<file path="config.mk">
export PLATFORM = sky130hd
export DESIGN_NAME = weekday_by_date_walk
export DESIGN_NICKNAME = d
export VERILOG_FILES = /design/src/sv/wdw_pkg.sv /design/src/sv/weekday_by_date_walk.sv /design/src/sv/wdw_step.sv
export SDC_FILE = /design/constraint.sdc
export NUM_CORES = 1
export LEC_CHECK = 0
export BUFFER_PORTS_ARGS = -buffer_cell sky130_fd_sc_hd__buf_2
export CAP_MARGIN = 5
export CORE_AREA = 3 3 187 143
export CTS_BUF_LIST = sky130_fd_sc_hd__clkbuf_4 sky130_fd_sc_hd__clkbuf_8
export CTS_CLUSTER_DIAMETER = 50
export DETAILED_ROUTE_END_ITERATION = 8
export DIE_AREA = 0 0 190 146
export GPL_TIMING_DRIVEN = 0
export PLACE_DENSITY = 0.48
export SETUP_SLACK_MARGIN = 0.2
export SYNTH_ARGS = -nofsm -noshare
export SYNTH_HDL_FRONTEND = slang
export SYNTH_SLANG_ARGS = --single-unit
</file>
<file path="constraint.sdc">
create_clock -name i_clk -period 12.5 [get_ports i_clk]
set_clock_uncertainty 0.1 [all_clocks]
set_input_delay 2.5 -clock i_clk [delete_from_list [all_inputs] [get_ports i_clk]]
set_output_delay 2.5 -clock i_clk [all_outputs]
set_load 0.01 [all_outputs]
</file>
<file path="src/sv/wdw_pkg.sv">
// ----------------------------------------------------------------------------
// wdw_pkg
// Types, calendar constants and date helpers for the weekday walker.
// ----------------------------------------------------------------------------
package wdw_pkg;

    localparam int DAY_W  = 5;
    localparam int MON_W  = 4;
    localparam int YEAR_W = 14;
    localparam int WD_W   = 3;
    localparam int MAXY_W = 16;

    localparam int unsigned MAX_YEAR_DEF = 9999;

    localparam logic [WD_W-1:0]   WD_NONE   = 3'd0;
    localparam logic [WD_W-1:0]   WD_MON    = 3'd1;
    localparam logic [WD_W-1:0]   WD_SUN    = 3'd7;
    localparam logic [MON_W-1:0]  MON_JAN   = 4'd1;
    localparam logic [MON_W-1:0]  MON_FEB   = 4'd2;
    localparam logic [MON_W-1:0]  MON_DEC   = 4'd12;
    localparam logic [DAY_W-1:0]  DAY_FIRST = 5'd1;
    localparam logic [DAY_W-1:0]  DAYS_28   = 5'd28;
    localparam logic [DAY_W-1:0]  DAYS_29   = 5'd29;
    localparam logic [DAY_W-1:0]  DAYS_30   = 5'd30;
    localparam logic [DAY_W-1:0]  DAYS_31   = 5'd31;

    // y divisible by 25 <=> (y * 25^-1 mod 2^14) <= (2^14-1)/25
    localparam logic [YEAR_W-1:0] INV25     = 14'd7209;
    localparam logic [YEAR_W-1:0] DIV25_MAX = YEAR_W'((2**YEAR_W - 1) / 25);

    typedef struct packed {
        logic [DAY_W-1:0]  day;
        logic [MON_W-1:0]  month;
        logic [YEAR_W-1:0] year;
    } t_date;

    typedef struct packed {
        logic [DAY_W-1:0]  known_day;
        logic [MON_W-1:0]  known_month;
        logic [YEAR_W-1:0] known_year;
        logic [WD_W-1:0]   known_weekday;
        logic [DAY_W-1:0]  target_day;
        logic [MON_W-1:0]  target_month;
        logic [YEAR_W-1:0] target_year;
    } t_req;

    typedef struct packed {
        logic [WD_W-1:0] weekday;
        logic            invalid;
    } t_rsp;

    typedef struct packed {
        logic load;
        logic step;
        logic fwd;
    } t_step_ctl;

    function automatic logic is_leap(input logic [YEAR_W-1:0] y);
        logic [2*YEAR_W-1:0] prod;
        logic                div25;
        prod  = {{YEAR_W{1'b0}}, y} * {{YEAR_W{1'b0}}, INV25};
        div25 = (prod[YEAR_W-1:0] <= DIV25_MAX);
        // div by 4 and (not by 100, or by 400 = by 16 and 25)
        return (y[1:0] == 2'b00) && (!div25 || (y[3:0] == 4'b0000));
    endfunction

    function automatic logic [DAY_W-1:0] month_len(input logic [MON_W-1:0] m,
                                                   input logic leap);
        logic [DAY_W-1:0] len;
        case (m) inside
            MON_FEB:                  len = leap ? DAYS_29 : DAYS_28;
            4'd4, 4'd6, 4'd9, 4'd11:  len = DAYS_30;
            default:                  len = DAYS_31;
        endcase
        return len;
    endfunction

    function automatic logic date_ok(input t_date dt, input logic [MAXY_W-1:0] max_year);
        logic ok;
        ok = 1'b1;
        if (dt.year == '0 || MAXY_W'(dt.year) > max_year)
            ok = 1'b0;
        if (dt.month == '0 || dt.month > MON_DEC)
            ok = 1'b0;
        else if (dt.day == '0 || dt.day > month_len(dt.month, is_leap(dt.year)))
            ok = 1'b0;
        return ok;
    endfunction

endpackage

</file>
<file path="src/sv/weekday_by_date_walk.sv">
// The stepper moves a day a cycle. An accepted request is registered, checked
// and walked over the N days from the known date to the target (up to about
// 3.65 million); a rejected date goes from the check straight to the output.
// The input stalls until the result, held by output stalls, has left S_OUT.
// Reset (synchronous, active low) returns the sequencer to idle and drops any
// pending result.
// ----------------------------------------------------------------------------
// weekday_by_date_walk
// Weekday of a target date by walking day by day from a known date.
// ----------------------------------------------------------------------------
module weekday_by_date_walk
    import wdw_pkg::*;
#(
    parameter int unsigned MAX_YEAR = MAX_YEAR_DEF
) (
    input  logic i_clk,
    input  logic i_rst_n,
    input  logic i_in_valid,
    output logic o_in_stall,
    input  t_req i_in,
    output logic o_out_valid,
    input  logic i_out_stall,
    output t_rsp o_out
);

    localparam logic [MAXY_W-1:0] MAX_Y = MAXY_W'(MAX_YEAR);

    typedef enum logic [3:0] {
        S_IDLE  = 4'b0001,
        S_CHECK = 4'b0010,
        S_WALK  = 4'b0100,
        S_OUT   = 4'b1000
    } t_state;

    t_state          r_state, n_state;
    t_req            r_req, n_req;
    logic            r_fwd, n_fwd;
    t_rsp            r_res, n_res;
    t_rsp            r_out, n_out;
    logic            r_out_valid, n_out_valid;

    t_date           known_date, tgt_date, cur_date;
    logic [WD_W-1:0] cur_wd;
    logic            dates_ok, fwd, at_target;
    t_step_ctl       step_ctl;

    assign known_date = '{day: r_req.known_day, month: r_req.known_month,
                          year: r_req.known_year};
    assign tgt_date   = '{day: r_req.target_day, month: r_req.target_month,
                          year: r_req.target_year};

    assign dates_ok  = (r_req.known_weekday != WD_NONE) && date_ok(known_date, MAX_Y)
                       && date_ok(tgt_date, MAX_Y);
    assign fwd       = {known_date.year, known_date.month, known_date.day}
                       < {tgt_date.year, tgt_date.month, tgt_date.day};
    assign at_target = (cur_date == tgt_date);

    assign step_ctl.load = (r_state == S_CHECK);
    assign step_ctl.step = (r_state == S_WALK) && !at_target;
    assign step_ctl.fwd  = r_fwd;

    wdw_step u_step (
        .i_clk       (i_clk),
        .i_ctl       (step_ctl),
        .i_load_date (known_date),
        .i_load_wd   (r_req.known_weekday),
        .o_date      (cur_date),
        .o_wd        (cur_wd)
    );

    always_comb begin
        n_state     = r_state;
        n_req       = r_req;
        n_fwd       = r_fwd;
        n_res       = r_res;
        n_out       = r_out;
        n_out_valid = r_out_valid && i_out_stall;
        unique case (r_state)
            S_IDLE: begin
                if (i_in_valid) begin
                    n_req   = i_in;
                    n_state = S_CHECK;
                end
            end
            S_CHECK: begin
                if (dates_ok) begin
                    n_fwd   = fwd;
                    n_state = S_WALK;
                end else begin
                    n_res   = '{weekday: WD_NONE, invalid: 1'b1};
                    n_state = S_OUT;
                end
            end
            S_WALK: begin
                if (at_target) begin
                    n_res   = '{weekday: cur_wd, invalid: 1'b0};
                    n_state = S_OUT;
                end
            end
            S_OUT: begin
                if (!r_out_valid || !i_out_stall) begin
                    n_out       = r_res;
                    n_out_valid = 1'b1;
                    n_state     = S_IDLE;
                end
            end
            default: n_state = S_IDLE;
        endcase
    end

    always_ff @(posedge i_clk) begin
        if (!i_rst_n) begin
            r_state     <= S_IDLE;
            r_out_valid <= 1'b0;
        end else begin
            r_state     <= n_state;
            r_out_valid <= n_out_valid;
        end
    end

    always_ff @(posedge i_clk) begin
        r_req <= n_req;
        r_fwd <= n_fwd;
        r_res <= n_res;
        r_out <= n_out;
    end

    assign o_in_stall  = (r_state != S_IDLE);
    assign o_out_valid = r_out_valid;
    assign o_out       = r_out;

endmodule

</file>
<file path="src/sv/wdw_step.sv">
// ----------------------------------------------------------------------------
// wdw_step
// Day stepper: holds the walking date and weekday, moves one day per step.
// ----------------------------------------------------------------------------
module wdw_step
    import wdw_pkg::*;
(
    input  logic            i_clk,
    input  t_step_ctl       i_ctl,
    input  t_date           i_load_date,
    input  logic [WD_W-1:0] i_load_wd,
    output t_date           o_date,
    output logic [WD_W-1:0] o_wd
);

    t_date            r_date, n_date;
    logic [WD_W-1:0]  r_wd, n_wd;
    logic             leap;
    logic [DAY_W-1:0] cur_len;
    logic [DAY_W-1:0] prev_len;

    always_comb begin
        leap     = is_leap(r_date.year);
        cur_len  = month_len(r_date.month, leap);
        prev_len = month_len(r_date.month - MON_JAN, leap);
        n_date   = r_date;
        n_wd     = r_wd;
        if (i_ctl.load) begin
            n_date = i_load_date;
            n_wd   = i_load_wd;
        end else if (i_ctl.step) begin
            if (i_ctl.fwd) begin
                n_wd = (r_wd == WD_SUN) ? WD_MON : r_wd + 1'b1;
                if (r_date.day == cur_len) begin
                    n_date.day = DAY_FIRST;
                    if (r_date.month == MON_DEC) begin
                        n_date.month = MON_JAN;
                        n_date.year  = r_date.year + 1'b1;
                    end else begin
                        n_date.month = r_date.month + 1'b1;
                    end
                end else begin
                    n_date.day = r_date.day + 1'b1;
                end
            end else begin
                n_wd = (r_wd == WD_MON) ? WD_SUN : r_wd - 1'b1;
                if (r_date.day == DAY_FIRST) begin
                    if (r_date.month == MON_JAN) begin
                        n_date.month = MON_DEC;
                        n_date.day   = DAYS_31;
                        n_date.year  = r_date.year - 1'b1;
                    end else begin
                        n_date.month = r_date.month - 1'b1;
                        n_date.day   = prev_len;
                    end
                end else begin
                    n_date.day = r_date.day - 1'b1;
                end
            end
        end
    end

    always_ff @(posedge i_clk) begin
        r_date <= n_date;
        r_wd   <= n_wd;
    end

    assign o_date = r_date;
    assign o_wd   = r_wd;

endmodule

</file>
Word level (Yosys, flattened, before mapping):

Index checks and enable logic that the tools add are counted.

* add/subtract/negate cells: 8
* multiply operators: 3
* order comparisons: 10
* equal/unequal tests: 38
* muxes and demuxes: 45
* reductions and logical operators: 51

Operator list (count)
* 23-bit 2-to-1 mux: 3
* 14-bit by 10-bit <= comparator with 1-bit output, second input constant: 3
* 14-bit by 13-bit multiplier with 14-bit output, second input constant: 3
* 4-bit equality test, second input constant: 10
* 4-bit by 3-bit equality test with 1-bit output, second input constant: 9
* 18-bit 2-to-1 mux: 2
* 5-bit 2-to-1 mux: 6
* 14-bit > comparator, second input constant: 2
* 14-bit zero test: 2
* 14-bit 2-to-1 mux: 2
* 4-bit 2-to-1 mux: 7
* 23-bit equality test: 1
* 23-bit less-than comparator: 1
* 4-bit by 2-bit equality test with 1-bit output, second input constant: 5
* 4-bit zero test: 5
* 4-bit case mux with 4 select lines: 1
* 4-bit OR reduction: 4
* 1-bit 2-to-1 mux: 15
* 3-bit 2-to-1 mux: 5
* 14-bit by 1-bit adder with 14-bit output, second input constant: 1
* 14-bit by 1-bit subtractor with 14-bit output, second input constant: 1
* 5-bit > comparator: 2
* 5-bit zero test: 2
* 1-bit logical OR: 10
* other kinds (26): 53

* flip-flop bits (word level): 89
* output and inout port bits: 6
* word-level logic and storage cells: 173

Depth between registers and ports, before layout:

* word-level depth: 16
* mapped depth: 25
* mapped depth without buffers: 25

Modules after synthesis:

From an unflattened synthesis, not the netlist that was laid out.

* cells, all modules: 873
* area, all modules: 8822.2 µm²

Modules (own cells, without submodules)
* weekday_by_date_walk: times used 1, cells each 492, area an instance 5375.2 µm², seq. area each 1841.8 µm²
* wdw_step: times used 1, cells each 381, area an instance 3447.1 µm², seq. area each 780.7 µm²

Worst setup path after synthesis:

Ideal clock, no wire load.

* path type: flip-flop to flip-flop
* start: register u_step.r_date (netlist bit u_step.o_date[3])
* end: register u_step.r_date (netlist bit u_step.o_date[0]) (enable)
* data arrival time: 5288 ps
* slack: 6705 ps
* stages on the path, launching flop included: 18
* path buffers: 0
* cells stage by stage: edfxtp_1 > ha_1 > ha_1 > ha_1 > inv_1 > fa_1 > inv_1 > ha_1 > fa_1 > a211oi_1 > nor2_1 > xnor2_1 > o21ai_0 > a2111oi_0 > a311oi_2 > xnor2_1 > a211oi_1 > o31ai_1

* word-level cells in the longest chain between the ends: 10
* elaborated cells on any way between the ends: 15
* classes of those cells: mul: 1; order compare: 1; eq/ne: 3; mux: 2; reduce/logical: 8

RTL lines
* from (decl): line wdw_step.sv:16 `t_date r_date, n_date;`
* from (signal assigned): line wdw_step.sv:64 `r_date <= n_date;`
* 14-bit by 13-bit multiplier with 14-bit output: line wdw_pkg.sv:61 `prod = {{YEAR_W{1'b0}}, y} * {{YEAR_W{1'b0}}, INV25};`
* 14-bit by 10-bit <= comparator with 1-bit output: line wdw_pkg.sv:62 `div25 = (prod[YEAR_W-1:0] <= DIV25_MAX);`
* 1-bit zero test: line wdw_pkg.sv:64 `return (y[1:0] == 2'b00) && (!div25 || (y[3:0] == 4'b0000));`
* 1-bit logical OR: line wdw_pkg.sv:64
* 1-bit logical AND: line wdw_pkg.sv:64
* 1-bit 2-to-1 mux: line wdw_pkg.sv:71 `MON_FEB: len = leap ? DAYS_29 : DAYS_28;`
* 5-bit 2-to-1 mux: line wdw_pkg.sv:70 `case (m) inside`
* 5-bit equality test: line wdw_step.sv:34 `if (r_date.day == cur_len) begin`
* 3-bit by 1-bit inequality test with 1-bit output (no source line)
* 5-bit AND reduction (no source line) *

Every way passes the cells marked *; elsewhere a longest branch is shown, timed or not.
A chain may end at the register's enable or synchronous reset.

Worst setup path after layout:

* start: register r_req[3] (netlist bit)
* end: register r_res[3] (netlist bit) (enable)

* word-level cells in the longest chain between the ends: 15
* elaborated cells on any way between the ends: 22
* classes of those cells: mul: 1; order compare: 3; eq/ne: 3; mux: 6; reduce/logical: 9

RTL lines
* from (decl): line weekday_by_date_walk.sv:36 `t_req r_req, n_req;`
* from (signal assigned): line weekday_by_date_walk.sv:122 `r_req <= n_req;`
* 14-bit by 13-bit multiplier with 14-bit output: line wdw_pkg.sv:61
* 14-bit by 10-bit <= comparator with 1-bit output: line wdw_pkg.sv:62
* 1-bit zero test: line wdw_pkg.sv:64
* 1-bit logical OR: line wdw_pkg.sv:64
* 1-bit logical AND: line wdw_pkg.sv:64
* 1-bit 2-to-1 mux: line wdw_pkg.sv:71
* 2-bit 2-to-1 mux: line wdw_pkg.sv:70
* 5-bit 2-to-1 mux: line wdw_pkg.sv:83 `if (dt.month == '0 || dt.month > MON_DEC)`
* 5-bit > comparator: line wdw_pkg.sv:85 `else if (dt.day == '0 || dt.day > month_len(dt.month, is_leap(dt.year)))`
* 1-bit logical OR: line wdw_pkg.sv:85
* 1-bit 2-to-1 mux: line wdw_pkg.sv:85
* 1-bit 2-to-1 mux: line wdw_pkg.sv:83
* 1-bit logical AND: line weekday_by_date_walk.sv:53 `&& date_ok(tgt_date, MAX_Y);`
* 2-bit inequality test (no source line)
* 3-bit AND reduction (no source line) *
* to (signal assigned): line weekday_by_date_walk.sv:124 `r_res <= n_res;`
* to (decl): line weekday_by_date_walk.sv:38 `t_rsp r_res, n_res;`

Every way passes the cells marked *; elsewhere a longest branch is shown, timed or not. The select of a mux whose other input is x is not followed.

==> run summary <==
status: completed
Max-slew headroom: 22.3%
Main synth FF type: edfxtp_1
number of buffers created by CTS: 9
routability cong.: 0.819
number of flops mapped to enable cells by yosys: 84
vias in the first global route: 6,202
Setup Crit Path Kind: reg2reg
CP max FO: 8
final worst-path cycle share: 54.7%
First-pass DRT Iterations: 5
PnR worst setup slack: 5.66 ns
PortBufs: 58
syn_area_per_cell: 10.0 µm²
Ant. Diodes: 0
total grt overflow: 0
H-tree depth: 3
CTS Buffer Depth: 2
Synth Cell Area: 8720 µm²
Skew-Pair Late Insertion Delay: 0.39 ns
min cycle time layout: 6.84 ns
Vias: 6,118
Initial Util: 34.9%
fin nets: 1,199
most used cell, CP: ha_1
row count: 50
FILL cells: 2,524
cell chain of the critical path: ha_1, ha_1, ha_1, inv_1, fa_1, inv_1, ha_1, fa_1, a21oi_1, nor2_1, nor2_1, xnor2_1, o211ai_1, nor4_1, a222oi_1, ha_1, a2111oi_0, o21ai_0, nand4_1, a2111oi_0, clkbuf_1, or2_2, a21oi_1
Pleak: 4.39 nW
Hold Fails Final Rpt: 0
routed length per instance: 16.2 µm
post-CTS resize count: 0
Reg area: 2620 µm²
I/O pins: 59
DRT antenna net count: 0
CP Capture Type: flip-flop
Worst Path Required: 12.43 ns
Residual DRC: 0
1st-iter DRT viols: 221
flop2flop setup slack: 5.66 ns
clock root buffer: clkbuf_8
CTS Sinks: 89
Util after Layout: 38.8%
CP Launch Type: flip-flop
worst hold-check path type: reg2reg
Die Y: 146 µm
crit path DAT: 6.78 ns
Slew @ Worst Pin: 1.16 ns
DRT Wirelength: 20,800 µm
largest net degree at the start of global routing: 28
RSZ-0062 raised after global routing: no
post-synthesis async set-or-reset flop share: 0%
Setup-failing EPs final: 0
Pwr Density: 99.2 nW/µm²
CTS tree: yes
core outline area: 25,000 µm²
die width: 190 µm
GRT Overall Usage: 15.6%
post-DR vias/cell: 4.75
syn_nets: 1,127
Die ar.: 27,700 µm²
fraction of layout cells with a size suffix above 1: 9.06%
Post-Syn Instances: 872
slowest stage cell on the critical path: nor4_1
Clk pin slew, worst setup/hold paths: 0.10 ns
Slowest Stage Delay on Critical Path: 0.73 ns
peak supply drop: 0.0000754 V
Slew Viols, Final: 0
antenna violations before repair: 0
max cap viols: 0
multi-input logic area: 5520 µm²
Syn-to-layout area delta: 11.0%
#FFs+latches synth: 89
DP HPWL: 16,900 µm
pre-CTS WS: 5.59 ns
postcts setup bufs: 0
first-pass GRT wire length: 34,000 µm
sequential-to-total area share from yosys stat: 30.1%
fmax: 146 MHz
Sum Neg Setup Slack: 0 ns
Yosys warning total: 0
hold buffer count at CTS: 0
Yosys cell types: 55
critical path: cells and delay by family (launching register included):
family / cells / cell delay [ns]
flip-flops: 1 / 0.61
adder cells (fa/ha/maj): 7 / 2.40
XOR/XNOR: 1 / 0.15
AO/OA/AOI/OAI: 7 / 1.59
AND/OR/NAND/NOR: 5 / 1.37
buffers and inverters: 3 / 0.26
power by group:
part | internal (mW) | switching (mW) | total, mW
registers | 0.343 | 0.0267 | 0.369
clock network | 0.0785 | 0.127 | 0.206
logic | 0.181 | 0.205 | 0.385
total | 0.602 | 0.359 | 0.961
path summary, 6_finish.rpt:
check            from        to  cells after the start
min reg2reg  r_res[2]  o_out[2]                      0
min          r_res[2]  o_out[2]                      0
max reg2reg  r_req[3]  r_res[3]                     23
max          r_req[3]  r_res[3]                     23
cells in the mapped netlist, types with 2 or more instances:
cell type,number,area (µm²)
nand2b_1,7,43.8
a22oi_1,4,30.0
a21oi_1,44,220
a21o_1,20,150
nor3_1,15,75.1
o21ai_0,28,140
dfxtp_1,5,100
nand2_1,31,116
a2111oi_0,3,26.3
xnor2_1,72,631
nand3_1,10,50.1
nand3b_1,5,37.5
fa_1,34,681
nor3b_1,2,15.0
clkbuf_1,15,56.3
o22ai_1,2,12.5
inv_1,144,541
o311ai_0,2,17.5
ha_1,168,2100
nand4_1,13,81.3
nor2b_1,8,50.1
xor2_1,25,219
o211ai_1,9,67.6
o41ai_1,3,26.3
a211oi_1,3,22.5
o31ai_1,10,75.1
a31oi_1,4,25.0
and4_1,2,17.5
edfxtp_1,84,2520
o21a_1,3,22.5
nor4_1,7,43.8
or2_2,2,12.5
nor4b_1,3,26.3
o21ai_1,4,20.0
nor2_1,52,195
a31o_2,2,17.5
o21bai_1,5,37.5
and2_1,5,31.3
through the flow:
step | cell area, µm² | cells | hold WS [ns] | power [mW]
floorplan | 8720 | 872 | 0.300 | 0.670
global placement | 9440 | 1268 | 0.305 | 0.765
detailed placement | 9480 | 1270 | 0.305 | 0.767
CTS | 9680 | 1286 | 0.330 | 0.980
global route | 9680 | 1287 | 0.340 | 1.05
finish | 9680 | 1287 | 0.328 | 0.961
sequential cells by signal, summed over array words and instances (netlist names):
signal         count
u_step.o_date     23
r_state            4
known_date        23
o_out_valid        1
o_out              4
r_res              4
u_step.o_wd        3
r_req             26
r_fwd              1
final cells by class:
type / count / share of cell area (%)
timing repair buffer: 61 / 3.36
multi-input combinational: 624 / 57.0
sequential: 89 / 27.1
inverter: 144 / 5.58
clock buffer: 9 / 1.28
tap: 338 / 4.37
clock inverter: 7 / 0.762
buffer: 15 / 0.582
routing by layer:
metal,up-vias,part of all wire [%],global-route usage [%]
met3,10,3.7,2.55
met1,2824,55,24.4
met4,0,0.74,2.77
li1,3180,-,-
met2,104,41,22.5
met5,-,0,0
layout by cell type, fill, tap and decap left out, types with 7 or more instances in the layout:
cell	count
a21o_1	20
a21oi_1	44
buf_2	58
clkbuf_1	16
clkbuf_8	9
edfxtp_1	84
fa_1	34
ha_1	168
inv_1	144
nand2_1	31
nand2b_1	7
nand3_1	10
nand4_1	13
nor2_1	51
nor2b_1	8
nor3_1	15
nor4_1	7
o211ai_1	9
o21ai_0	28
o31ai_1	9
xnor2_1	72
xor2_1	25
logic make-up after synthesis:
logic type	synth area share, %
flops	30.1
simple gates	9.28
compound gates	12.0
buf+inv	6.84
fa+ha+maj	31.9
xor+xnor	9.93
Note: power is estimated with default switching activity, not from simulation.
